===== config.mk =====
export PLATFORM = sky130hd
export DESIGN_NAME = kwm_ctrl
export DESIGN_NICKNAME = d
export VERILOG_FILES = /design/src/k_way_merge_min_heap_core_macros.svh /design/src/kwm_pkg.sv /design/src/kwm_ctrl.sv
export SDC_FILE = /design/constraint.sdc
export NUM_CORES = 1
export LEC_CHECK = 0
export ABC_AREA = 1
export BUFFER_PORTS_ARGS = -buffer_cell sky130_fd_sc_hd__buf_2
export CELL_PAD_IN_SITES_DETAIL_PLACEMENT = 1
export CELL_PAD_IN_SITES_GLOBAL_PLACEMENT = 2
export CORE_ASPECT_RATIO = 0.6
export CORE_MARGIN = 5
export CORE_UTILIZATION = 20
export CTS_CLUSTER_DIAMETER = 200
export CTS_CLUSTER_SIZE = 28
export DETAILED_ROUTE_END_ITERATION = 7
export PLACE_DENSITY = 0.74
export SYNTH_ARGS = -nofsm -noshare
export SYNTH_HDL_FRONTEND = slang
export SYNTH_SLANG_ARGS = --single-unit

===== constraint.sdc =====
create_clock -name i_clk -period 1.4 [get_ports i_clk]
set_input_delay 0.07 -clock i_clk [delete_from_list [all_inputs] [get_ports i_clk]]
set_output_delay 0.07 -clock i_clk [all_outputs]
set_load 0.03 [all_outputs]

===== src/k_way_merge_min_heap_core_macros.svh =====
// ----------------------------------------------------------------------------
// k_way_merge_min_heap_core_macros
// Assertion macros shared by the heap core.
// ----------------------------------------------------------------------------
`ifndef K_WAY_MERGE_MIN_HEAP_CORE_MACROS_SVH
`define K_WAY_MERGE_MIN_HEAP_CORE_MACROS_SVH

// same-cycle implication, disabled in reset
`define KWM_ASSERT_IMPLIES(label, clk, rst_n, ante, cons, msg) \
    label: assert property (@(posedge clk) disable iff (!rst_n) (ante) |-> (cons)) \
        else $error(msg);

// next-cycle implication, disabled in reset
`define KWM_ASSERT_NEXT(label, clk, rst_n, ante, cons, msg) \
    label: assert property (@(posedge clk) disable iff (!rst_n) (ante) |=> (cons)) \
        else $error(msg);

`endif


===== src/kwm_pkg.sv =====
// ----------------------------------------------------------------------------
// kwm_pkg
// Shared types and constants of the k-way merge heap core.
// ----------------------------------------------------------------------------
package kwm_pkg;

    localparam int unsigned OP_W   = 2;
    localparam int unsigned DATA_W = 32;
    localparam int unsigned SRC_W  = 6;
    localparam int unsigned ST_W   = 2;
    localparam int unsigned OCC_W  = 7;

    typedef enum logic [OP_W-1:0] {
        OP_CLEAR = 2'd0,
        OP_PUSH  = 2'd1,
        OP_TAKE  = 2'd2,
        OP_NOP   = 2'd3
    } t_opcode;

    typedef enum logic [ST_W-1:0] {
        ST_OK    = 2'd0,
        ST_EMPTY = 2'd1,
        ST_FULL  = 2'd2
    } t_status;

    typedef enum logic [2:0] {
        S_IDLE,
        S_DECODE,
        S_UP_CHK,
        S_UP_CMP,
        S_TAKE_WAIT,
        S_DOWN_RD,
        S_DOWN_CMP,
        S_DONE
    } t_state;

    // controller -> datapath
    typedef struct packed {
        logic    load;        // latch input word
        logic    clear;       // empty the heap
        logic    push_start;  // hole at count, count++
        logic    take_start;  // read root and last, count--
        logic    take_load;   // root -> result, last -> moving entry
        logic    up_read;     // read parent of hole
        logic    up_move;     // parent into hole, climb, read next parent
        logic    down_read;   // read both children of hole
        logic    down_move;   // best child into hole, descend, read its children
        logic    wr_item;     // moving entry into hole
        logic    res_set;     // set result status
        t_status res_status;
        logic    out_load;    // result -> output register
    } t_dp_cmd;

    // datapath -> controller
    typedef struct packed {
        t_opcode op;
        logic    full;
        logic    empty;
        logic    idx_zero;
        logic    parent_zero;
        logic    item_lt_a;
        logic    down_more;
        logic    down_go;
        logic    down_more_next;
    } t_dp_stat;

endpackage


===== src/kwm_ctrl.sv =====
// ----------------------------------------------------------------------------
// kwm_ctrl
// Sequencer for clear, push (sift up) and take (sift down).
// ----------------------------------------------------------------------------
module kwm_ctrl (
    input  logic              i_clk,
    input  logic              i_rst_n,
    input  logic              i_in_valid,
    output logic              o_in_ready,
    output logic              o_out_valid,
    input  logic              i_out_ready,
    input  kwm_pkg::t_dp_stat i_stat,
    output kwm_pkg::t_dp_cmd  o_cmd
);

    kwm_pkg::t_state r_state;
    kwm_pkg::t_state n_state;
    logic            r_out_valid;
    logic            n_out_valid;

    always_ff @(posedge i_clk) begin
        if (!i_rst_n) begin
            r_state     <= kwm_pkg::S_IDLE;
            r_out_valid <= 1'b0;
        end else begin
            r_state     <= n_state;
            r_out_valid <= n_out_valid;
        end
    end

    always_comb begin
        n_state = r_state;
        o_cmd   = '0;
        unique case (r_state)
            kwm_pkg::S_IDLE: begin
                if (i_in_valid) begin
                    o_cmd.load = 1'b1;
                    n_state    = kwm_pkg::S_DECODE;
                end
            end
            kwm_pkg::S_DECODE: begin
                unique case (i_stat.op)
                    kwm_pkg::OP_CLEAR: begin
                        o_cmd.clear = 1'b1;
                        n_state     = kwm_pkg::S_DONE;
                    end
                    kwm_pkg::OP_PUSH: begin
                        if (i_stat.full) begin
                            o_cmd.res_set    = 1'b1;
                            o_cmd.res_status = kwm_pkg::ST_FULL;
                            n_state          = kwm_pkg::S_DONE;
                        end else begin
                            o_cmd.push_start = 1'b1;
                            n_state          = kwm_pkg::S_UP_CHK;
                        end
                    end
                    kwm_pkg::OP_TAKE: begin
                        if (i_stat.empty) begin
                            o_cmd.res_set    = 1'b1;
                            o_cmd.res_status = kwm_pkg::ST_EMPTY;
                            n_state          = kwm_pkg::S_DONE;
                        end else begin
                            o_cmd.take_start = 1'b1;
                            n_state          = kwm_pkg::S_TAKE_WAIT;
                        end
                    end
                    default: begin
                        n_state = kwm_pkg::S_DONE;
                    end
                endcase
            end
            kwm_pkg::S_UP_CHK: begin
                if (i_stat.idx_zero) begin
                    o_cmd.wr_item = 1'b1;
                    n_state       = kwm_pkg::S_DONE;
                end else begin
                    o_cmd.up_read = 1'b1;
                    n_state       = kwm_pkg::S_UP_CMP;
                end
            end
            kwm_pkg::S_UP_CMP: begin
                if (i_stat.item_lt_a) begin
                    o_cmd.up_move = 1'b1;
                    if (i_stat.parent_zero) begin
                        n_state = kwm_pkg::S_UP_CHK;
                    end
                end else begin
                    o_cmd.wr_item = 1'b1;
                    n_state       = kwm_pkg::S_DONE;
                end
            end
            kwm_pkg::S_TAKE_WAIT: begin
                o_cmd.take_load = 1'b1;
                n_state = i_stat.empty ? kwm_pkg::S_DONE : kwm_pkg::S_DOWN_RD;
            end
            kwm_pkg::S_DOWN_RD: begin
                if (i_stat.down_more) begin
                    o_cmd.down_read = 1'b1;
                    n_state         = kwm_pkg::S_DOWN_CMP;
                end else begin
                    o_cmd.wr_item = 1'b1;
                    n_state       = kwm_pkg::S_DONE;
                end
            end
            kwm_pkg::S_DOWN_CMP: begin
                if (i_stat.down_go) begin
                    o_cmd.down_move = 1'b1;
                    if (!i_stat.down_more_next) begin
                        n_state = kwm_pkg::S_DOWN_RD;
                    end
                end else begin
                    o_cmd.wr_item = 1'b1;
                    n_state       = kwm_pkg::S_DONE;
                end
            end
            kwm_pkg::S_DONE: begin
                if (!r_out_valid || i_out_ready) begin
                    o_cmd.out_load = 1'b1;
                    n_state        = kwm_pkg::S_IDLE;
                end
            end
            default: begin
                n_state = kwm_pkg::S_IDLE;
            end
        endcase
    end

    always_comb begin
        if (o_cmd.out_load) begin
            n_out_valid = 1'b1;
        end else if (i_out_ready) begin
            n_out_valid = 1'b0;
        end else begin
            n_out_valid = r_out_valid;
        end
    end

    assign o_in_ready  = (r_state == kwm_pkg::S_IDLE);
    assign o_out_valid = r_out_valid;

endmodule


Yosys cells after proc, flatten, opt, wreduce, memory -nomap -nowiden

Cells that the tools add are included.
Widths: inputs -> output; s select.

Register bits: 4
Memory bits (read-only): 0
Bits in writable memories: 0
Output and inout bits: 16
Latch bits: 0
Memories kept: 0

Divide/modulo/power cells: 0
Bitwise operators: 0
Multiply operators: 0
Eq/ne operators: 13
Shifts and indexed selects: 0
Add/sub/neg operators: 0
Mux-type cells: 43
Reductions and logical operators: 6
Order comparisons: 0

Operators with widths:

| operator           | count |
|---|---|
| $mux 3             | 12 |
| $mux 1             | 25 |
| $pmux 3 s8         | 1 |
| $eq 3x3->1 const B | 4 |
| $pmux 3 s2         | 2 |
| $eq 3x2->1 const B | 2 |
| $ne 3x3->1 const B | 2 |
| $mux 2             | 2 |
| $ne 2x2->1 const B | 2 |
| $pmux 1 s4         | 1 |
| $reduce_and 4->1   | 1 |
| $eq 3x1->1 const B | 1 |
| $logic_not 3->1    | 1 |
| $eq 2x1->1 const B | 1 |
| $eq 2x2->1 const B | 1 |
| $logic_not 2->1    | 1 |
| $reduce_bool 2->1  | 1 |
| $logic_not 1->1    | 1 |
| $logic_or 1x1->1   | 1 |

Longest topological paths before layout

Gate-level depths: netlist of the first run.

Depth after elaboration: 5
Depth in mapped cells: 10

Worst setup path before layout of the first run

Ideal clock, no wire load.

Path type: register -> output
Start point: register r_state[1]
End point: output port o_cmd[11] (netlist bit)
Data arrival time: 1.432 ns
Stages on the path, launching flop included: 6
Setup slack: -0.102 ns
Data required time: 1.330 ns
Path through: dfxtp_1 -> inv_2 -> nand2_2 -> nor2_2 -> inv_1 -> nor3_1

RTL lines:

| what                   | line           | source |
|---|---|---|
| start, declared        | kwm_ctrl.sv:16 | `kwm_pkg::t_state r_state;` |
| start signal, assigned | kwm_ctrl.sv:23 | `r_state <= kwm_pkg::S_IDLE;` |
| start signal, assigned | kwm_ctrl.sv:26 | `r_state <= n_state;` |
| end, declared          | kwm_ctrl.sv:13 | `output kwm_pkg::t_dp_cmd o_cmd` |

==> flow_summary.yaml, run 1 <==
run_status:
  status: "complete, no violations"
sta:
  min_period_ns: 1.34
  tns_ns: 0
  tightest_slew_ns: 0.232
  skew_ns: 0.00109
  fin_crit_sh: 0.954
  hold_viol: 0
  drv_slew: 0
  relSlewSlack: 0.845
  fmax_ghz: 0.749
  fin_hold_ws_ns: 0.115
  setup_viol: 0
placed_design:
  dpl_cell_area_um2: 743
  dp_cells: 156
  portBuffers: 29
  place_hpwl_um: 1660
  routabilityCongestion: 0.783
synth:
  synth_cell_types: 21
  synth.area.top_cells: "dfxtp_1, nand2_1, inv_1"
  synthCells: 95
  synth_nets: 113
  yosysSeqAreaShare: 0.144
  ys_ff_latch: 4
  ys.warnings.count: 0
  synth_top_area_cell: "dfxtp_1"
  synth.top_cell.area_share: 0.144
  avgSynthCellArea_um2: 5.86
  syn_area_um2: 557
critical_path:
  crit_arrival_ns: 1.27
  cp.required_ns: 1.33
  start_kind: "register"
  critPathKind: "register to primary output"
  endpoint_kind: "primary output"
  slowest_stage: "dfxtp_4"
  path_buf_inv: 3
  crit_chain: "inv_4 -> nand2_2 -> nor2_4 -> inv_2 -> nor3_2 -> buf_4"
  critPathMaxStageDelay_ns: 0.37
  critical_path_peak_fanout: 6
  path_delay_family: "flip-flops"
floorplan:
  die_w_um: 78.1
  die-area_um2: 3970
  num_rows: 14
  die_h_um: 50.9
  start_util: 0.216
  core_um2: 2570
  ioPinCount: 30
detailed_routing:
  drc: 0
  via_count: 719
  initialDrtViolationCount: 19
  top_layer: "met4"
  wl_met3_um: 75
  met2WireLength_um: 859
  drtAntennaViolNets: 0
  drt_wl_total_um: 1970
  firstDrtPassIters: 4
  wl_per_cell_um: 12.2
  viasPerCell: 4.47
  wirelength_met1_um: 1020
finish:
  final_cell_mix: "buf_2, nand2_1, inv_1"
  n_antenna_cell: 0
  area_growth_pct: 50.8
  final_common_cell: "buf_2"
  post-route-util: 0.326
  fillers: 345
  drive_above_1_share: 0.442
  finalNetCount: 149
  fin_area_um2: 840
  instances_no_fill: 161
global_route:
  grt_pass1_vias: 713
  grt_overflow: 0
  antenna_found_initial: 0
  grt_max_degree: 8
  grt_use_total: 0.0978
  grt_pass1_wl_um: 3220
clocking:
  clock_sinks: 4
  clockBufferDepth: 2
  cts_hold_buf: 0
  cts_made_buffers: 3
  cts_root_buf: "clkbuf_8"
  cts_tree: "built"
  clk_pin_slew_ns: 0.03
  clkLatencyLatePin_ns: 0.22
  h-tree-depth: 1
power_and_ir_drop:
  ir_drop_mv: 0.311
  leakagePower_nw: 0.476
  p_per_area_nw_per_um2: 1570
min_path:
  hold_path_class: "primary input to register"
flow_run:
  max_cap_violations: 0
cells in the mapped netlist (all sizes together):
cell	count
a21oi	2
buf	3
dfxtp	4
ha	4
inv	18
nand2	22
nand3	9
nand4	3
nor2	20
nor3	6
o211ai	1
o21a	1
o21ai	2
area by class of cell:
cell class                      count  area [um2]  share of cell area
Multi-Input combinational cell     70         403               0.480
Timing Repair Buffer               34         198               0.235
Inverter                           18        70.1              0.0835
Sequential cell                     4        87.6               0.104
Clock buffer                        3        41.3              0.0492
Tap cell                           32        40.0              0.0477
per-layer routing:
| layer | track usage | vias up |
|---|---|---|
| li1 | - | 366 |
| met1 | 0.137 | 330 |
| met2 | 0.152 | 21 |
| met3 | 0.0158 | 2 |
| met4 | 0.0337 | 0 |
| met5 | 0 | - |
worst paths after layout:
| check | slack, ns | cells past startpoint | startpoint | to |
|---|---|---|---|---|
| setup / recovery | 0.06 | 6 | r_state[1]$_SDFFE_PN0P_ | o_cmd[2] |
| hold / removal | 0.12 | 2 | i_rst_n | o_out_valid$_SDFFE_PN0P_ |
| setup reg to reg | 0.23 | 8 | r_state[1]$_SDFFE_PN0P_ | r_state[0]$_SDFFE_PN0P_ |
| hold reg to reg | 0.62 | 3 | o_out_valid$_SDFFE_PN0P_ | o_out_valid$_SDFFE_PN0P_ |
flip-flops by register name (all words and copies together) (netlist names):
register     count
r_state          3
o_out_valid      1
logic make-up after synthesis:
family	count (synthesis)	share of synthesized area
flops	4	0.144
buf+inv	21	0.169
compound gates	6	0.0697
fa+ha+maj	4	0.0899
simple gates	60	0.528
report_power, final:
group          switching, W  internal (W)  total (W)
clock network     0.0000655      0.000184   0.000249
logic              0.000548      0.000292   0.000840
registers         0.0000644      0.000162   0.000226
total              0.000678      0.000638    0.00132
what timing repair did:
| item | in CTS | in global routing |
|---|---|---|
| buffers inserted | 1 | 1 |
| endpoints found under the setup margin | 7 | 6 |
| resized for setup | 6 | 11 |
| pin swaps | 0 | 1 |
through the flow:
step                total power [W]  worst slack [ns]
finish                      0.00132            0.0650
global route                0.00142          -0.00657
CTS                         0.00128            0.0285
detailed placement         0.000987            0.0835
global placement           0.000973             0.139
floorplan                  0.000783            -0.102
Note: power is estimated with default switching activity, not from simulation.
==> run 2, diff against run 1 <==
- CORE_UTILIZATION: 20 -> 18
- PLACE_DENSITY: 0.74 -> 0.7
- clock period: 1.4 -> 1.2 ns (I/O delays scaled with it)
==> flow_summary.yaml, run 2 (synthesis results as in run 1) <==
detailed_routing:
  initialDrtViolationCount: 17
  drtAntennaViolNets: 0
  via_count: 731
  drc: 0
  drt_wl_total_um: 1960
  viasPerCell: 4.04
  firstDrtPassIters: 3
  wl_per_cell_um: 10.8
clocking:
  clock_sinks: 4
  h-tree-depth: 1
  clkLatencyLatePin_ns: 0.21
  clk_pin_slew_ns: 0.03
  cts_tree: "built"
  clockBufferDepth: 2
  cts_hold_buf: 0
  cts_made_buffers: 3
  cts_root_buf: "clkbuf_8"
floorplan:
  die-area_um2: 4340
  ioPinCount: 30
  num_rows: 15
  core_um2: 2910
  die_h_um: 53.1
  die_w_um: 81.8
  start_util: 0.191
min_path:
  hold_path_class: "primary input to register"
sta:
  rsz0062_at_grt: "true"
  min_period_ns: 1.29
  relSlewSlack: 0.840
  tightest_slew_ns: 0.239
  fin_crit_sh: 1.08
  fin_ws_ns: -0.0902
  drv_slew: 0
  hold_viol: 0
  skew_ns: 0.000467
  setup_viol: 12
  fin_hold_ws_ns: 0.105
  fmax_ghz: 0.775
finish:
  final_cell_mix: "buf_4, nand2_1, inv_1, buf_2, nor2_1"
  drive_above_1_share: 0.540
  final_common_cell: "buf_4"
  n_antenna_cell: 0
  post-route-util: 0.354
  regMostFlops: "r_state"
  area_growth_pct: 85.2
  largest_reg_flops: 3
  finalNetCount: 159
global_route:
  grt_pass1_wl_um: 3180
  grt_max_degree: 7
  grt_overflow: 0
  grt_use_total: 0.0923
  grt_pass1_vias: 717
  antenna_found_initial: 0
critical_path:
  critical_path_peak_fanout: 5
  endpoint_kind: "primary output"
  crit_arrival_ns: 1.23
  start_kind: "register"
  cp.required_ns: 1.14
  critPathKind: "register to primary output"
power_and_ir_drop:
  p_per_area_nw_per_um2: 1760
  ir_drop_mv: 0.435
  leakagePower_nw: 0.547
run_status:
  failed_checks: "negative setup slack"
  status: "finished, violations left"
placed_design:
  place_hpwl_um: 1680
  routabilityCongestion: 0.819
  portBuffers: 29
flow_run:
  max_cap_violations: 0
run 2: changes by cell type in the layout (fill, tap and decap cells not counted), sizes merged:
cell	before	now
buf	32	44
clkbuf	5	3
run 2: cell type report:
| type | count | area (um2) |
|---|---|---|
| repair buffers | 44 | 322 |
| multi-input cells | 70 | 449 |
| inverters | 18 | 75.1 |
| flip-flops and latches | 4 | 91.3 |
| clock buffers | 3 | 41.3 |
| fillers | 385 | 1880 |
| well taps | 42 | 52.6 |
run 2: worst paths after layout:
kind / start / end / slack (ns) / cells after the start
worst max-delay path: r_state[1]$_SDFFE_PN0P_ / o_cmd[5] / -0.09 / 5
worst min-delay path: i_rst_n / o_out_valid$_SDFFE_PN0P_ / 0.10 / 2
worst max register to register: r_state[2]$_SDFFE_PN0P_ / r_state[1]$_SDFFE_PN0P_ / 0 / 8
worst min register to register: o_out_valid$_SDFFE_PN0P_ / o_out_valid$_SDFFE_PN0P_ / 0.62 / 3
run 2: timing repair:
action,CTS,global route
pin swaps,4,5
setup buffers,1,4
resized for setup,26,17
gates cloned,0,0
hold endpoints to repair,0,0
setup endpoints to repair,18,18
run 2: metal layers:
layer / part of all wire / vias up / global-route usage
li1: - / 392 / -
met4: 0 / 0 / 0
met3: 0.045 / 0 / 0.0272
met1: 0.50 / 326 / 0.123
met2: 0.46 / 13 / 0.155
met5: 0 / - / 0
run 2: per-stage QoR:
| stage | instance area (um2) | TNS (ns) | power, W | instances | worst slack (ns) |
|---|---|---|---|---|---|
| 2_1_floorplan | 577 | -0.268 | 0.000924 | 95 | -0.0607 |
| 3_3_place_gp | 823 | -0.276 | 0.00123 | 173 | -0.0667 |
| 3_5_place_dp | 823 | -0.504 | 0.00125 | 173 | -0.0873 |
| 4_1_cts | 938 | -0.605 | 0.00168 | 177 | -0.0781 |
| 5_1_grt | 1030 | -1.53 | 0.00196 | 181 | -0.140 |
| 6_report | 1030 | -0.412 | 0.00182 | 181 | -0.0902 |
run 2: where the power goes:
group	switching, W	internal, W
combinational	0.000721	0.000537
sequential	0.0000883	0.000196
clock	0.0000617	0.000213
run 2: critical path, stage by stage, from the launching register on:
cell	delay, ns
dfxtp_4	0.39
buf_4	0.13
nand3_2	0.10
buf_4	0.15
nor2_1	0.08
buf_4	0.17
